File: src/sv/oees_pkg.sv
`default_nettype none
// ----------------------------------------------------------------------------
// oees_pkg
// Shared widths, mode and status codes, controller/datapath command and
// status structs, and the default order key table.
// ----------------------------------------------------------------------------
package oees_pkg;

    localparam int ID_W     = 6;
    localparam int KEY_W    = 8;
    localparam int CNT_W    = 7;
    localparam int MODE_W   = 3;
    localparam int STAT_W   = 2;
    localparam int COMP_W   = KEY_W + ID_W;
    localparam int BIT_W    = 4;
    localparam int ID_LIMIT = 64;

    localparam logic [CNT_W-1:0] DEF_COUNT  = 7'd51;
    localparam logic [KEY_W-1:0] KEY_ABSENT = 8'd255;
    localparam logic [BIT_W-1:0] LAST_BIT   = BIT_W'(COMP_W - 1);

    typedef enum logic [MODE_W-1:0] {
        MODE_NEXT,
        MODE_PREV,
        MODE_SELECT,
        MODE_ENABLE,
        MODE_DISABLE,
        MODE_SET_ORDER,
        MODE_AT_RANK,
        MODE_POSITION
    } t_mode;

    typedef enum logic [STAT_W-1:0] {
        ST_OK,
        ST_BAD_ARG,
        ST_DISABLED,
        ST_NO_RANK
    } t_status;

    typedef struct packed {
        logic             load;
        logic             apply;
        logic             scan_clr;
        logic             scan_issue;
        logic             thr_cur;
        logic             eval;
        logic             srch_init;
        logic             trial;
        logic             srch_upd;
        logic             out_load;
        logic [BIT_W-1:0] bit_pos;
    } t_cmd;

    typedef struct packed {
        t_mode mode;
        logic  scan_last;
        logic  out_free;
    } t_stat;

    function automatic logic [KEY_W-1:0] default_key(input logic [ID_W-1:0] idx);
        logic [KEY_W-1:0] k;
        case (idx)
            6'd0:  k = 8'd0;    6'd1:  k = 8'd5;    6'd2:  k = 8'd6;    6'd3:  k = 8'd7;
            6'd4:  k = 8'd8;    6'd5:  k = 8'd10;   6'd6:  k = 8'd20;   6'd7:  k = 8'd25;
            6'd8:  k = 8'd26;   6'd9:  k = 8'd30;   6'd10: k = 8'd35;   6'd11: k = 8'd40;
            6'd12: k = 8'd45;   6'd13: k = 8'd50;   6'd14: k = 8'd55;   6'd15: k = 8'd60;
            6'd16: k = 8'd65;   6'd17: k = 8'd66;   6'd18: k = 8'd70;   6'd19: k = 8'd75;
            6'd20: k = 8'd80;   6'd21: k = 8'd85;   6'd22: k = 8'd1;    6'd23: k = 8'd2;
            6'd24: k = 8'd90;   6'd25: k = 8'd95;   6'd26: k = 8'd100;  6'd27: k = 8'd110;
            6'd28: k = 8'd111;  6'd29: k = 8'd112;  6'd30: k = 8'd113;  6'd31: k = 8'd114;
            6'd32: k = 8'd115;  6'd33: k = 8'd116;  6'd34: k = 8'd120;  6'd35: k = 8'd121;
            6'd36: k = 8'd122;  6'd37: k = 8'd130;  6'd38: k = 8'd131;  6'd39: k = 8'd140;
            6'd40: k = 8'd145;  6'd41: k = 8'd150;  6'd42: k = 8'd155;  6'd43: k = 8'd160;
            6'd44: k = 8'd165;  6'd45: k = 8'd170;  6'd46: k = 8'd175;  6'd47: k = 8'd200;
            6'd48: k = 8'd205;  6'd49: k = 8'd207;  6'd50: k = 8'd250;
            default: k = KEY_ABSENT;
        endcase
        return k;
    endfunction

endpackage
`default_nettype wire

File: src/sv/oees_in_if.sv
`default_nettype none
// ----------------------------------------------------------------------------
// oees_in_if
// Request channel: valid/ready handshake carrying one command beat.
// ----------------------------------------------------------------------------
interface oees_in_if;
    import oees_pkg::*;

    logic              valid;
    logic              ready;
    logic [MODE_W-1:0] mode;
    logic [ID_W-1:0]   entry_id;
    logic [KEY_W-1:0]  order_value;
    logic [ID_W-1:0]   rank_query;

    modport source (output valid, mode, entry_id, order_value, rank_query, input ready);
    modport sink   (input valid, mode, entry_id, order_value, rank_query, output ready);
endinterface
`default_nettype wire

File: src/sv/oees_out_if.sv
`default_nettype none
// ----------------------------------------------------------------------------
// oees_out_if
// Result channel: valid/ready handshake carrying one result beat.
// ----------------------------------------------------------------------------
interface oees_out_if;
    import oees_pkg::*;

    logic              valid;
    logic              ready;
    logic [ID_W-1:0]   current_out;
    logic [STAT_W-1:0] status;
    logic [ID_W-1:0]   found_entry;
    logic              found_valid;
    logic [ID_W-1:0]   current_rank;
    logic [CNT_W-1:0]  enabled_total;

    modport source (output valid, current_out, status, found_entry, found_valid,
                    current_rank, enabled_total, input ready);
    modport sink   (input valid, current_out, status, found_entry, found_valid,
                    current_rank, enabled_total, output ready);
endinterface
`default_nettype wire

File: src/sv/oees_ctrl.sv
`default_nettype none
// ----------------------------------------------------------------------------
// oees_ctrl
// Sequencer: apply the command, run one scan over the table, evaluate, and
// for rank lookups run a bitwise search of scan passes before the result.
// ----------------------------------------------------------------------------
module oees_ctrl (
    input  logic           i_clk,
    input  logic           i_rst_n,
    input  logic           i_in_valid,
    input  oees_pkg::t_stat i_stat,
    output logic           o_in_ready,
    output oees_pkg::t_cmd o_cmd
);
    import oees_pkg::*;

    typedef enum logic [3:0] {
        S_IDLE,
        S_APPLY,
        S_CURRD,
        S_CURCAP,
        S_SCAN,
        S_DRAIN,
        S_EVAL,
        S_TRIAL,
        S_SRCH_UPD,
        S_FINISH
    } t_state;

    t_state           r_state, n_state;
    logic [BIT_W-1:0] r_bit, n_bit;
    logic             r_search, n_search;

    always_comb begin
        o_cmd         = '0;
        o_cmd.bit_pos = r_bit;
        o_in_ready    = 1'b0;
        n_state       = r_state;
        n_bit         = r_bit;
        n_search      = r_search;
        case (r_state)
            S_IDLE: begin
                o_in_ready = 1'b1;
                if (i_in_valid) begin
                    o_cmd.load = 1'b1;
                    n_state    = S_APPLY;
                end
            end
            S_APPLY: begin
                o_cmd.apply = 1'b1;
                n_state     = S_CURRD;
            end
            S_CURRD: begin
                // read port addresses the current entry by default
                n_state = S_CURCAP;
            end
            S_CURCAP: begin
                o_cmd.thr_cur  = 1'b1;
                o_cmd.scan_clr = 1'b1;
                n_state        = S_SCAN;
            end
            S_SCAN: begin
                o_cmd.scan_issue = 1'b1;
                if (i_stat.scan_last) begin
                    n_state = S_DRAIN;
                end
            end
            S_DRAIN: begin
                n_state = r_search ? S_SRCH_UPD : S_EVAL;
            end
            S_EVAL: begin
                o_cmd.eval = 1'b1;
                if (i_stat.mode == MODE_AT_RANK) begin
                    o_cmd.srch_init = 1'b1;
                    n_search        = 1'b1;
                    n_bit           = LAST_BIT;
                    n_state         = S_TRIAL;
                end else begin
                    n_state = S_FINISH;
                end
            end
            S_TRIAL: begin
                o_cmd.trial    = 1'b1;
                o_cmd.scan_clr = 1'b1;
                n_state        = S_SCAN;
            end
            S_SRCH_UPD: begin
                o_cmd.srch_upd = 1'b1;
                if (r_bit == '0) begin
                    n_state = S_FINISH;
                end else begin
                    n_bit   = r_bit - 1'b1;
                    n_state = S_TRIAL;
                end
            end
            S_FINISH: begin
                // hold until the output register can take the beat
                if (i_stat.out_free) begin
                    o_cmd.out_load = 1'b1;
                    n_search       = 1'b0;
                    n_state        = S_IDLE;
                end
            end
            default: begin
                n_state = S_IDLE;
            end
        endcase
    end

    always_ff @(posedge i_clk) begin
        if (!i_rst_n) begin
            r_state  <= S_IDLE;
            r_bit    <= '0;
            r_search <= 1'b0;
        end else begin
            r_state  <= n_state;
            r_bit    <= n_bit;
            r_search <= n_search;
        end
    end
endmodule
`default_nettype wire

File: src/sv/oees_dpath.sv
`default_nettype none
// ----------------------------------------------------------------------------
// oees_dpath
// Entry table (enable flops, key memory with per-entry written flags),
// current entry, scan accumulators, rank search and result register.
// ----------------------------------------------------------------------------
module oees_dpath #(
    parameter int MAX_ENTRIES = 64
) (
    input  logic                          i_clk,
    input  logic                          i_rst_n,
    input  logic                          i_cfg_wr_en,
    input  logic [oees_pkg::CNT_W-1:0]    i_cfg_wr_data,
    input  logic [oees_pkg::MODE_W-1:0]   i_mode,
    input  logic [oees_pkg::ID_W-1:0]     i_entry_id,
    input  logic [oees_pkg::KEY_W-1:0]    i_order_value,
    input  logic [oees_pkg::ID_W-1:0]     i_rank_query,
    input  oees_pkg::t_cmd                i_cmd,
    output oees_pkg::t_stat               o_stat,
    input  logic                          i_out_ready,
    output logic                          o_out_valid,
    output logic [oees_pkg::ID_W-1:0]     o_current_out,
    output logic [oees_pkg::STAT_W-1:0]   o_status,
    output logic [oees_pkg::ID_W-1:0]     o_found_entry,
    output logic                          o_found_valid,
    output logic [oees_pkg::ID_W-1:0]     o_current_rank,
    output logic [oees_pkg::CNT_W-1:0]    o_enabled_total
);
    import oees_pkg::*;

    localparam int CAP   = (MAX_ENTRIES < ID_LIMIT) ? MAX_ENTRIES : ID_LIMIT;
    localparam int IDX_W = $clog2(CAP);
    localparam logic [CNT_W-1:0] CAP_CNT = CNT_W'(CAP);

    // configuration and latched command
    logic [CNT_W-1:0]  r_cfg;
    t_mode             r_mode;
    logic [ID_W-1:0]   r_id;
    logic [KEY_W-1:0]  r_ord;
    logic [ID_W-1:0]   r_rq;
    t_status           r_status;
    logic              r_move;
    logic [ID_W-1:0]   r_cur;

    // table
    logic [CAP-1:0]    r_en;
    logic [CAP-1:0]    r_kv;
    logic [KEY_W-1:0]  mem [CAP];

    // read pipe
    logic [KEY_W-1:0]  r_rd_key;
    logic              r_rd_kv;
    logic [IDX_W-1:0]  r_rd_idx;
    logic              r_rd_live;
    logic [IDX_W-1:0]  r_idx;

    // scan accumulators
    logic [COMP_W-1:0] r_thr, r_prefix;
    logic [CNT_W-1:0]  r_cnt_all, r_cnt_lt, r_cnt_le;
    logic [COMP_W-1:0] r_min_gt, r_max_lt, r_min_all, r_max_all;
    logic              r_have_gt, r_have_lt, r_have_all;

    logic [ID_W-1:0]   r_rank;
    logic [CNT_W-1:0]  r_total;

    logic [CNT_W-1:0]  n_live;
    logic              id_bad;
    logic [IDX_W-1:0]  id_idx, cur_idx, rd_addr;
    logic [KEY_W-1:0]  key_eff;
    logic [COMP_W-1:0] comp;
    logic              live;
    logic [ID_W-1:0]   n_cur;
    logic [CNT_W-1:0]  rank_raw;
    logic              forward;
    logic              rank_hit;

    always_comb begin
        if (r_cfg == '0) begin
            n_live = CNT_W'(1);
        end else if (r_cfg > CAP_CNT) begin
            n_live = CAP_CNT;
        end else begin
            n_live = r_cfg;
        end
    end

    assign id_bad   = CNT_W'(r_id) >= n_live;
    assign id_idx   = r_id[IDX_W-1:0];
    assign cur_idx  = r_cur[IDX_W-1:0];
    assign rd_addr  = i_cmd.scan_issue ? r_idx : cur_idx;
    assign key_eff  = r_rd_kv ? r_rd_key : default_key(ID_W'(r_rd_idx));
    assign comp     = {key_eff, ID_W'(r_rd_idx)};
    assign live     = r_rd_live && r_en[r_rd_idx];
    assign rank_hit = CNT_W'(r_rq) < r_total;

    assign o_stat.mode      = r_mode;
    assign o_stat.scan_last = (CNT_W'(r_idx) == n_live - 1'b1);
    assign o_stat.out_free  = !o_out_valid || i_out_ready;

    // new current entry and its rank from the accumulators
    always_comb begin
        forward  = (r_mode == MODE_NEXT) || ((r_mode == MODE_DISABLE) && r_move);
        n_cur    = r_cur;
        rank_raw = r_cnt_lt;
        if (forward) begin
            rank_raw = '0;
            if (r_have_gt) begin
                n_cur    = r_min_gt[ID_W-1:0];
                rank_raw = r_cnt_le;
            end else if (r_have_all) begin
                n_cur = r_min_all[ID_W-1:0];
            end else if (r_move) begin
                n_cur = '0;
            end
        end else if (r_mode == MODE_PREV) begin
            rank_raw = '0;
            if (r_have_lt) begin
                n_cur    = r_max_lt[ID_W-1:0];
                rank_raw = r_cnt_lt - 1'b1;
            end else if (r_have_all) begin
                n_cur    = r_max_all[ID_W-1:0];
                rank_raw = r_cnt_all - 1'b1;
            end
        end
    end

    always_ff @(posedge i_clk) begin
        if (!i_rst_n) begin
            r_cfg <= DEF_COUNT;
        end else if (i_cfg_wr_en) begin
            r_cfg <= i_cfg_wr_data;
        end
    end

    always_ff @(posedge i_clk) begin
        if (i_cmd.load) begin
            r_mode <= t_mode'(i_mode);
            r_id   <= i_entry_id;
            r_ord  <= i_order_value;
            r_rq   <= i_rank_query;
        end
    end

    always_ff @(posedge i_clk) begin
        if (!i_rst_n) begin
            r_cur    <= '0;
            r_en     <= '1;
            r_kv     <= '0;
            r_status <= ST_OK;
            r_move   <= 1'b0;
        end else if (i_cmd.load) begin
            r_status <= ST_OK;
            r_move   <= 1'b0;
        end else if (i_cmd.apply) begin
            case (r_mode)
                MODE_SELECT: begin
                    if (id_bad) begin
                        r_status <= ST_BAD_ARG;
                    end else if (!r_en[id_idx]) begin
                        r_status <= ST_DISABLED;
                    end else begin
                        r_cur <= r_id;
                    end
                end
                MODE_ENABLE: begin
                    if (id_bad) begin
                        r_status <= ST_BAD_ARG;
                    end else begin
                        r_en[id_idx] <= 1'b1;
                    end
                end
                MODE_DISABLE: begin
                    // entry 0 is the home entry and stays enabled
                    if (id_bad || r_id == '0) begin
                        r_status <= ST_BAD_ARG;
                    end else begin
                        r_en[id_idx] <= 1'b0;
                        r_move       <= (r_cur == r_id);
                    end
                end
                MODE_SET_ORDER: begin
                    if (id_bad) begin
                        r_status <= ST_BAD_ARG;
                    end else begin
                        r_kv[id_idx] <= 1'b1;
                    end
                end
                default: begin
                end
            endcase
        end else if (i_cmd.eval) begin
            r_cur <= n_cur;
        end
    end

    always_ff @(posedge i_clk) begin
        if (i_cmd.apply && r_mode == MODE_SET_ORDER && !id_bad) begin
            mem[id_idx] <= r_ord;
        end
        r_rd_key <= mem[rd_addr];
    end

    always_ff @(posedge i_clk) begin
        if (!i_rst_n) begin
            r_idx     <= '0;
            r_rd_live <= 1'b0;
        end else begin
            r_rd_live <= i_cmd.scan_issue;
            if (i_cmd.scan_clr) begin
                r_idx <= '0;
            end else if (i_cmd.scan_issue) begin
                r_idx <= r_idx + 1'b1;
            end
        end
    end

    always_ff @(posedge i_clk) begin
        r_rd_kv  <= r_kv[rd_addr];
        r_rd_idx <= rd_addr;
    end

    // one entry per cycle against the threshold
    always_ff @(posedge i_clk) begin
        if (i_cmd.scan_clr) begin
            r_cnt_all  <= '0;
            r_cnt_lt   <= '0;
            r_cnt_le   <= '0;
            r_have_gt  <= 1'b0;
            r_have_lt  <= 1'b0;
            r_have_all <= 1'b0;
        end else if (live) begin
            r_cnt_all <= r_cnt_all + 1'b1;
            if (comp < r_thr) begin
                r_cnt_lt <= r_cnt_lt + 1'b1;
            end
            if (comp <= r_thr) begin
                r_cnt_le <= r_cnt_le + 1'b1;
            end
            if (comp > r_thr && (!r_have_gt || comp < r_min_gt)) begin
                r_min_gt  <= comp;
                r_have_gt <= 1'b1;
            end
            if (comp < r_thr && (!r_have_lt || comp > r_max_lt)) begin
                r_max_lt  <= comp;
                r_have_lt <= 1'b1;
            end
            if (!r_have_all || comp < r_min_all) begin
                r_min_all <= comp;
            end
            if (!r_have_all || comp > r_max_all) begin
                r_max_all <= comp;
            end
            r_have_all <= 1'b1;
        end
    end

    // threshold and rank search
    always_ff @(posedge i_clk) begin
        if (i_cmd.thr_cur) begin
            r_thr <= comp;
        end else if (i_cmd.trial) begin
            r_thr <= r_prefix | (COMP_W'(1) << i_cmd.bit_pos);
        end
        if (i_cmd.srch_init) begin
            r_prefix <= '0;
        end else if (i_cmd.srch_upd && r_cnt_lt <= CNT_W'(r_rq)) begin
            r_prefix <= r_thr;
        end
        if (i_cmd.eval) begin
            r_total <= r_cnt_all;
            r_rank  <= (rank_raw >= r_cnt_all) ? '0 : rank_raw[ID_W-1:0];
        end
    end

    always_ff @(posedge i_clk) begin
        if (!i_rst_n) begin
            o_out_valid <= 1'b0;
        end else if (i_cmd.out_load) begin
            o_out_valid <= 1'b1;
        end else if (i_out_ready) begin
            o_out_valid <= 1'b0;
        end
    end

    always_ff @(posedge i_clk) begin
        if (i_cmd.out_load) begin
            o_current_out   <= r_cur;
            o_current_rank  <= r_rank;
            o_enabled_total <= r_total;
            if (r_mode == MODE_AT_RANK) begin
                o_status      <= rank_hit ? ST_OK : ST_NO_RANK;
                o_found_valid <= rank_hit;
                o_found_entry <= rank_hit ? r_prefix[ID_W-1:0] : '0;
            end else begin
                o_status      <= r_status;
                o_found_valid <= 1'b0;
                o_found_entry <= '0;
            end
        end
    end
endmodule
`default_nettype wire

File: src/sv/ordered_enabled_entry_selector.sv
`default_nettype none
// A request is applied, then the clamped entry count of table entries is scanned, one
// table entry per cycle through the key RAM read port; the entry-at-rank mode adds a
// bitwise search of further scan passes, one per bit of the composite key. A finished
// result waits in the output register while the next request runs; a new request is
// taken only after the previous result is loaded there. Reset is synchronous, active low:
// all entries enabled, default order keys, current entry 0, entry count 51.
// ----------------------------------------------------------------------------
// ordered_enabled_entry_selector
// Entry table ranked by order key with a current entry: navigation, enable,
// disable, re-keying and rank lookups, one request at a time.
// ----------------------------------------------------------------------------
module ordered_enabled_entry_selector #(
    parameter int MAX_ENTRIES = 64
) (
    input  logic                       i_clk,
    input  logic                       i_rst_n,
    input  logic                       i_cfg_wr_en,
    input  logic [oees_pkg::CNT_W-1:0] i_cfg_wr_data,
    oees_in_if.sink                    i_in_ch,
    oees_out_if.source                 o_out_ch
);
    import oees_pkg::*;

    t_cmd  w_cmd;
    t_stat w_stat;
    logic  w_in_ready;

    assign i_in_ch.ready = w_in_ready;

    oees_ctrl u_ctrl (
        .i_clk      (i_clk),
        .i_rst_n    (i_rst_n),
        .i_in_valid (i_in_ch.valid),
        .i_stat     (w_stat),
        .o_in_ready (w_in_ready),
        .o_cmd      (w_cmd)
    );

    oees_dpath #(
        .MAX_ENTRIES (MAX_ENTRIES)
    ) u_dpath (
        .i_clk           (i_clk),
        .i_rst_n         (i_rst_n),
        .i_cfg_wr_en     (i_cfg_wr_en),
        .i_cfg_wr_data   (i_cfg_wr_data),
        .i_mode          (i_in_ch.mode),
        .i_entry_id      (i_in_ch.entry_id),
        .i_order_value   (i_in_ch.order_value),
        .i_rank_query    (i_in_ch.rank_query),
        .i_cmd           (w_cmd),
        .o_stat          (w_stat),
        .i_out_ready     (o_out_ch.ready),
        .o_out_valid     (o_out_ch.valid),
        .o_current_out   (o_out_ch.current_out),
        .o_status        (o_out_ch.status),
        .o_found_entry   (o_out_ch.found_entry),
        .o_found_valid   (o_out_ch.found_valid),
        .o_current_rank  (o_out_ch.current_rank),
        .o_enabled_total (o_out_ch.enabled_total)
    );
endmodule
`default_nettype wire
File: src/flat_wrapper.sv
// flat-port wrapper written by rule: the top's interface ports become plain ports
module ordered_enabled_entry_selector_flat import oees_pkg::*;
#(
    parameter int MAX_ENTRIES = 64
)
  (i_clk, i_rst_n, i_cfg_wr_en, i_cfg_wr_data, i_in_ch_valid, i_in_ch_mode, i_in_ch_entry_id, i_in_ch_order_value, i_in_ch_rank_query, i_in_ch_ready, o_out_ch_valid, o_out_ch_current_out, o_out_ch_status, o_out_ch_found_entry, o_out_ch_found_valid, o_out_ch_current_rank, o_out_ch_enabled_total, o_out_ch_ready);
  oees_in_if i_in_ch_i ();
  oees_out_if o_out_ch_i ();
  input  logic i_clk;
  input  logic i_rst_n;
  input  logic i_cfg_wr_en;
  input  logic [oees_pkg::CNT_W-1:0] i_cfg_wr_data;
  input wire logic [$bits(i_in_ch_i.valid)-1:0] i_in_ch_valid;
  input wire logic [$bits(i_in_ch_i.mode)-1:0] i_in_ch_mode;
  input wire logic [$bits(i_in_ch_i.entry_id)-1:0] i_in_ch_entry_id;
  input wire logic [$bits(i_in_ch_i.order_value)-1:0] i_in_ch_order_value;
  input wire logic [$bits(i_in_ch_i.rank_query)-1:0] i_in_ch_rank_query;
  output wire logic [$bits(i_in_ch_i.ready)-1:0] i_in_ch_ready;
  output wire logic [$bits(o_out_ch_i.valid)-1:0] o_out_ch_valid;
  output wire logic [$bits(o_out_ch_i.current_out)-1:0] o_out_ch_current_out;
  output wire logic [$bits(o_out_ch_i.status)-1:0] o_out_ch_status;
  output wire logic [$bits(o_out_ch_i.found_entry)-1:0] o_out_ch_found_entry;
  output wire logic [$bits(o_out_ch_i.found_valid)-1:0] o_out_ch_found_valid;
  output wire logic [$bits(o_out_ch_i.current_rank)-1:0] o_out_ch_current_rank;
  output wire logic [$bits(o_out_ch_i.enabled_total)-1:0] o_out_ch_enabled_total;
  input wire logic [$bits(o_out_ch_i.ready)-1:0] o_out_ch_ready;
  assign i_in_ch_i.valid = i_in_ch_valid;
  assign i_in_ch_i.mode = i_in_ch_mode;
  assign i_in_ch_i.entry_id = i_in_ch_entry_id;
  assign i_in_ch_i.order_value = i_in_ch_order_value;
  assign i_in_ch_i.rank_query = i_in_ch_rank_query;
  assign i_in_ch_ready = i_in_ch_i.ready;
  assign o_out_ch_valid = o_out_ch_i.valid;
  assign o_out_ch_current_out = o_out_ch_i.current_out;
  assign o_out_ch_status = o_out_ch_i.status;
  assign o_out_ch_found_entry = o_out_ch_i.found_entry;
  assign o_out_ch_found_valid = o_out_ch_i.found_valid;
  assign o_out_ch_current_rank = o_out_ch_i.current_rank;
  assign o_out_ch_enabled_total = o_out_ch_i.enabled_total;
  assign o_out_ch_i.ready = o_out_ch_ready;
  ordered_enabled_entry_selector #(.MAX_ENTRIES(MAX_ENTRIES)) u_core (.i_clk(i_clk), .i_rst_n(i_rst_n), .i_cfg_wr_en(i_cfg_wr_en), .i_cfg_wr_data(i_cfg_wr_data), .i_in_ch(i_in_ch_i), .o_out_ch(o_out_ch_i));
endmodule
File: config.mk
export PLATFORM = sky130hd
export DESIGN_NAME = ordered_enabled_entry_selector_flat
export DESIGN_NICKNAME = d
export VERILOG_FILES = /design/src/sv/oees_pkg.sv /design/src/sv/oees_in_if.sv /design/src/sv/oees_out_if.sv /design/src/sv/oees_ctrl.sv /design/src/sv/oees_dpath.sv /design/src/sv/ordered_enabled_entry_selector.sv /design/src/flat_wrapper.sv
export SDC_FILE = /design/constraint.sdc
export NUM_CORES = 1
export LEC_CHECK = 0
export BUFFER_PORTS_ARGS = -buffer_cell sky130_fd_sc_hd__buf_2
export CAP_MARGIN = 20
export CORE_MARGIN = 8
export CORE_UTILIZATION = 50
export DETAILED_ROUTE_END_ITERATION = 6
export HOLD_SLACK_MARGIN = 0.15
export PLACE_DENSITY = 0.72
export SLEW_MARGIN = 0
export SYNTH_ARGS = -nofsm -noshare
export SYNTH_HDL_FRONTEND = slang
export SYNTH_SLANG_ARGS = --single-unit
File: constraint.sdc
create_clock -name i_clk -period 4.53 [get_ports i_clk]
set_input_delay 0.453 -clock i_clk [delete_from_list [all_inputs] [get_ports i_clk]]
set_output_delay 0.453 -clock i_clk [all_outputs]
set_load 0.005 [all_outputs]
==> summary.md <==
| Metric | Value |
|---|---|
| # setup viols final | 0 |
| Core Rows | 101 |
| Mapped cell area | 0.0380 mm2 |
| Commonest cells post-synth | edfxtp_1, nand2_1, dfxtp_1, nor2_1, a21oi_1 |
| CP arrival | 4.39 ns |
| Psw | 5.90 mW |
| Die outline area | 0.0851 mm2 |
| Switching share of power | 0.284 |
| Post-Layout Inst Area | 0.0434 mm2 |
| WP data required | just under 5 ns |
| Sequential power share | 0.461 |
| Final Hold Vio Count | 0 |
| Resized cells post-CTS | 0 |
| Hold_sp | i_in_ch_valid |
| First-pass GRT wire length | 153000 um |
| Pint | approximately 15 mW |
| FF+latch count, synth | 868 |
| Hold Path Depth | 3 |
| Cell count after synthesis | a little under 3000 |
| # DRC | 0 |
| Post-synth top area cell | edfxtp_1 |
| Drt first pass iters | 6 |
| All-Layer GR Usage | 0.229 |
| Initial antenna violation count | 0 |
| H-tree levels | 3 |
| Antenna viol nets, final | 0 |
| Top post-synthesis cells by area | edfxtp_1, dfxtp_1, mux4_2, ha_1, nand2_1 |
| Worst r2r path cells | 10 |
| Initial core utilization | 0.503 |
| Overflow after GRT | 0 |
| Setup TNS | 0 ns |
| Crit share post-route | 0.898 |
| R2r startpoint | u_core.u_dpath.r_rd_kv$_DFF_P_ |
| Tightest Pin Transition | 0.978 ns |
| Area Growth Syn to Fin | 14.2% |
| CTS Buffer Depth | 3 |
| Max-Cap Viols | 0 |
| Post-synth EDFFs | 646 |
| CP Class | reg2reg |
| F_max | 0.246 GHz |
| CTS tree | done |
| CTS buffer count | between 80 and 90 |
| Largest net degree at the start of global routing | 84 |
| Syn. warnings | 0 |
| Fill count | slightly below 6000 |
| Slew Viols, Final | 0 |
| Main synth FF type | edfxtp_1 |
| Total wire length | 101000 um |
| Clk root buf | clkbuf_16 |
| RSZ-0062 raised after global routing | no |
| Area after DPL | 0.0399 mm2 |
| Post-synth ARST share | 0 |
| PortBufs | 64 |
| R2R setup slack | 0.46 ns |
| Syn_area_per_cell | between 10 and 15 um2 |
| RR Endpoint | u_core.u_dpath.r_min_gt[10]$_DFFE_PP_ |
| Critical Path Start Type | register |
| Outcome | complete, no violations |
| Clock-pin slew on the worst setup and hold paths | roughly 0.060 ns |
| Proportion of layout cells with a drive suffix above 1 | 0.153 |
| Netlist cell types | 74 |
| Layout net count | between 3000 and 4000 |
| Clock skew | 0.0573 ns |
| Pwr dens | about 480 mW/mm2 |
| Fin crit period | 4.07 ns |
| Clock Sinks | 868 |
| Die width | 292 um |
| Worst-skew pair later-pin latency | roughly 0.68 ns |
| Top-count cell post-synth | edfxtp_1 |
| DR vias | 26200 |
| Core ar. | 0.0756 mm2 |
| Ant diodes | 0 |
| IO Pins | 65 |
| DR WL/cell | 24.1 um |
| Comb power frac | 0.174 |
| Hold Path Sink | u_core.u_ctrl.r_state[3]$_SDFFE_PN0P_ |
| CP max FO | 14 |
| Iteration-0 DRC Markers | ~3200 |
| Leakage dissipation | 15.6 nW |
| Vias/cell | 6.29 |
| Syn nets | 3113 |
| Clk pwr share | 0.365 |
| Detailed Place HPWL | ~66000 um |
| Relative slew margins | 0.341 |
| Peak supply drop | 0.000497 V |
| Vias in the first global route | 26000 |
| Post-synth top area share | 0.511 |
| CP endpoint kind | register |
| Gpl congestion | between 0.9 and 1 |
| Worst min path class | in2reg |
| Die H | 292 um |
| Seq/Total Area, Yosys | 0.628 |
## timing repair
item,4_1_cts,5_1_grt
hold endpoints to repair,31,0
buffers inserted,0,0
hold buffers,31,0
## metal layers
metal | share of wire | GRT usage | wire length [um] | up-vias
met5 | 0 | 0 | 0 | -
met4 | 0.047 | 0.0998 | 4750 | 0
met3 | 0.084 | 0.0447 | 8470 | 293
met2 | 0.48 | 0.379 | 47900 | 1415
met1 | 0.39 | 0.294 | 39600 | 13000
li1 | - | - | - | 11500
## layout by cell type, fill, tap and decap left out, types with 11 or more instances in the layout
master and instances:
a211oi_1 28, a21o_1 27, a21oi_1 152, a221oi_1 46, a22oi_1 23, a31oi_1 20
and3_1 14, buf_2 63, buf_4 151, clkbuf_1 20, clkbuf_16 91, clkinv_2 15
dfxtp_1 222, dlygate4sd3_1 31, edfxtp_1 646, ha_1 110, inv_1 120, mux2_2 13
mux2i_1 86, mux4_2 92, nand2_1 312, nand2b_1 36, nand3_1 86, nand3b_1 11
nand4_1 33, nor2_1 165, nor2b_1 18, nor3_1 33, o211ai_1 80, o21a_1 74
o21ai_0 136, o22ai_1 26, or3_1 14, xnor2_1 18, xor2_1 11
## worst max-delay path by stage
stage                                               from                                     to  slack (ns)
CTS                       u_core.u_dpath.r_rd_kv$_DFF_P_  u_core.u_dpath.r_min_gt[10]$_DFFE_PP_        0.54
detailed placement        u_core.u_dpath.r_rd_kv$_DFF_P_   u_core.u_dpath.r_min_gt[0]$_DFFE_PP_        0.63
floorplan                 u_core.u_dpath.r_rd_kv$_DFF_P_   u_core.u_dpath.r_min_gt[0]$_DFFE_PP_        0.70
global placement    u_core.u_dpath.r_cfg[1]$_SDFFE_PN1P_    u_core.u_dpath.mem[38][3]$_DFFE_PP_        0.73
finish                    u_core.u_dpath.r_rd_kv$_DFF_P_  u_core.u_dpath.r_min_gt[10]$_DFFE_PP_        0.46
global route        u_core.u_dpath.r_cfg[1]$_SDFFE_PN1P_    u_core.u_dpath.mem[15][6]$_DFFE_PP_        0.36
## area by class of cell
| class | count | area (um2) | share of cell area |
|---|---|---|---|
| flip-flops and latches | 868 | 23800 | 0.550 |
| multi-input cells | 1788 | 12900 | 0.297 |
| clock buffers | 117 | 2430 | 0.0559 |
| repair buffers | 249 | 1850 | 0.0427 |
| well taps | 978 | 1220 | 0.0282 |
| clock inverters | 48 | 651 | 0.0150 |
| inverters | 126 | 483 | 0.0111 |
## critical path, cell delays in order (launching register included)
cell and delay [ns]:
dfxtp_1 0.57, mux2_2 0.51, ha_1 0.35, and3_1 0.22
a221oi_1 0.11, o31ai_1 0.37, a31oi_1 0.20, nor2_1 0.77
nand2_1 0.15, a211oi_2 0.19, buf_4 0.26
## sequential cells by signal, summed over array words and instances (netlist names), 14 cells and up, named ones only
register,cells
u_core.u_dpath.r_min_gt,14
u_core.u_dpath.r_min_all,14
u_core.u_dpath.r_kv,64
u_core.u_dpath.r_thr,14
u_core.u_dpath.mem,512
u_core.u_dpath.r_prefix,14
u_core.u_dpath.r_max_lt,14
u_core.u_dpath.r_max_all,14
## power by group through the flow
| stage | Combinational (mW) | Sequential, mW | Clock (mW) |
|---|---|---|---|
| floorplan | 2.19 | 9.75 | 0 |
| global placement | 3.35 | 9.74 | 0 |
| detailed placement | 3.48 | 9.76 | 0 |
| CTS | 3.51 | 9.59 | 7.67 |
| global route | 3.91 | 9.61 | 7.96 |
| finish | 3.62 | 9.58 | 7.57 |
## stage by stage
step,power [mW],worst slack [ns],hold WS (ns),util,std cells
after floorplan,11.9,0.698,0.400,-,2968
after global placement,13.1,0.734,0.406,0.529,3976
after detailed placement,13.2,0.632,0.405,0.529,3976
after CTS,20.8,0.538,0.162,0.573,4172
after global routing,21.5,0.358,0.191,0.574,4174
final,20.8,0.460,0.201,0.574,4174
## cell families after synthesis
kind of cell             synth area share
AND/OR/NAND/NOR                    0.0914
XOR/XNOR                          0.00669
multiplexers                       0.0831
AO/OA/AOI/OAI                       0.121
buffers and inverters              0.0338
flip-flops                          0.628
adder cells (fa/ha/maj)            0.0362
No activity file was read; power rests on OpenSTA's default activity.
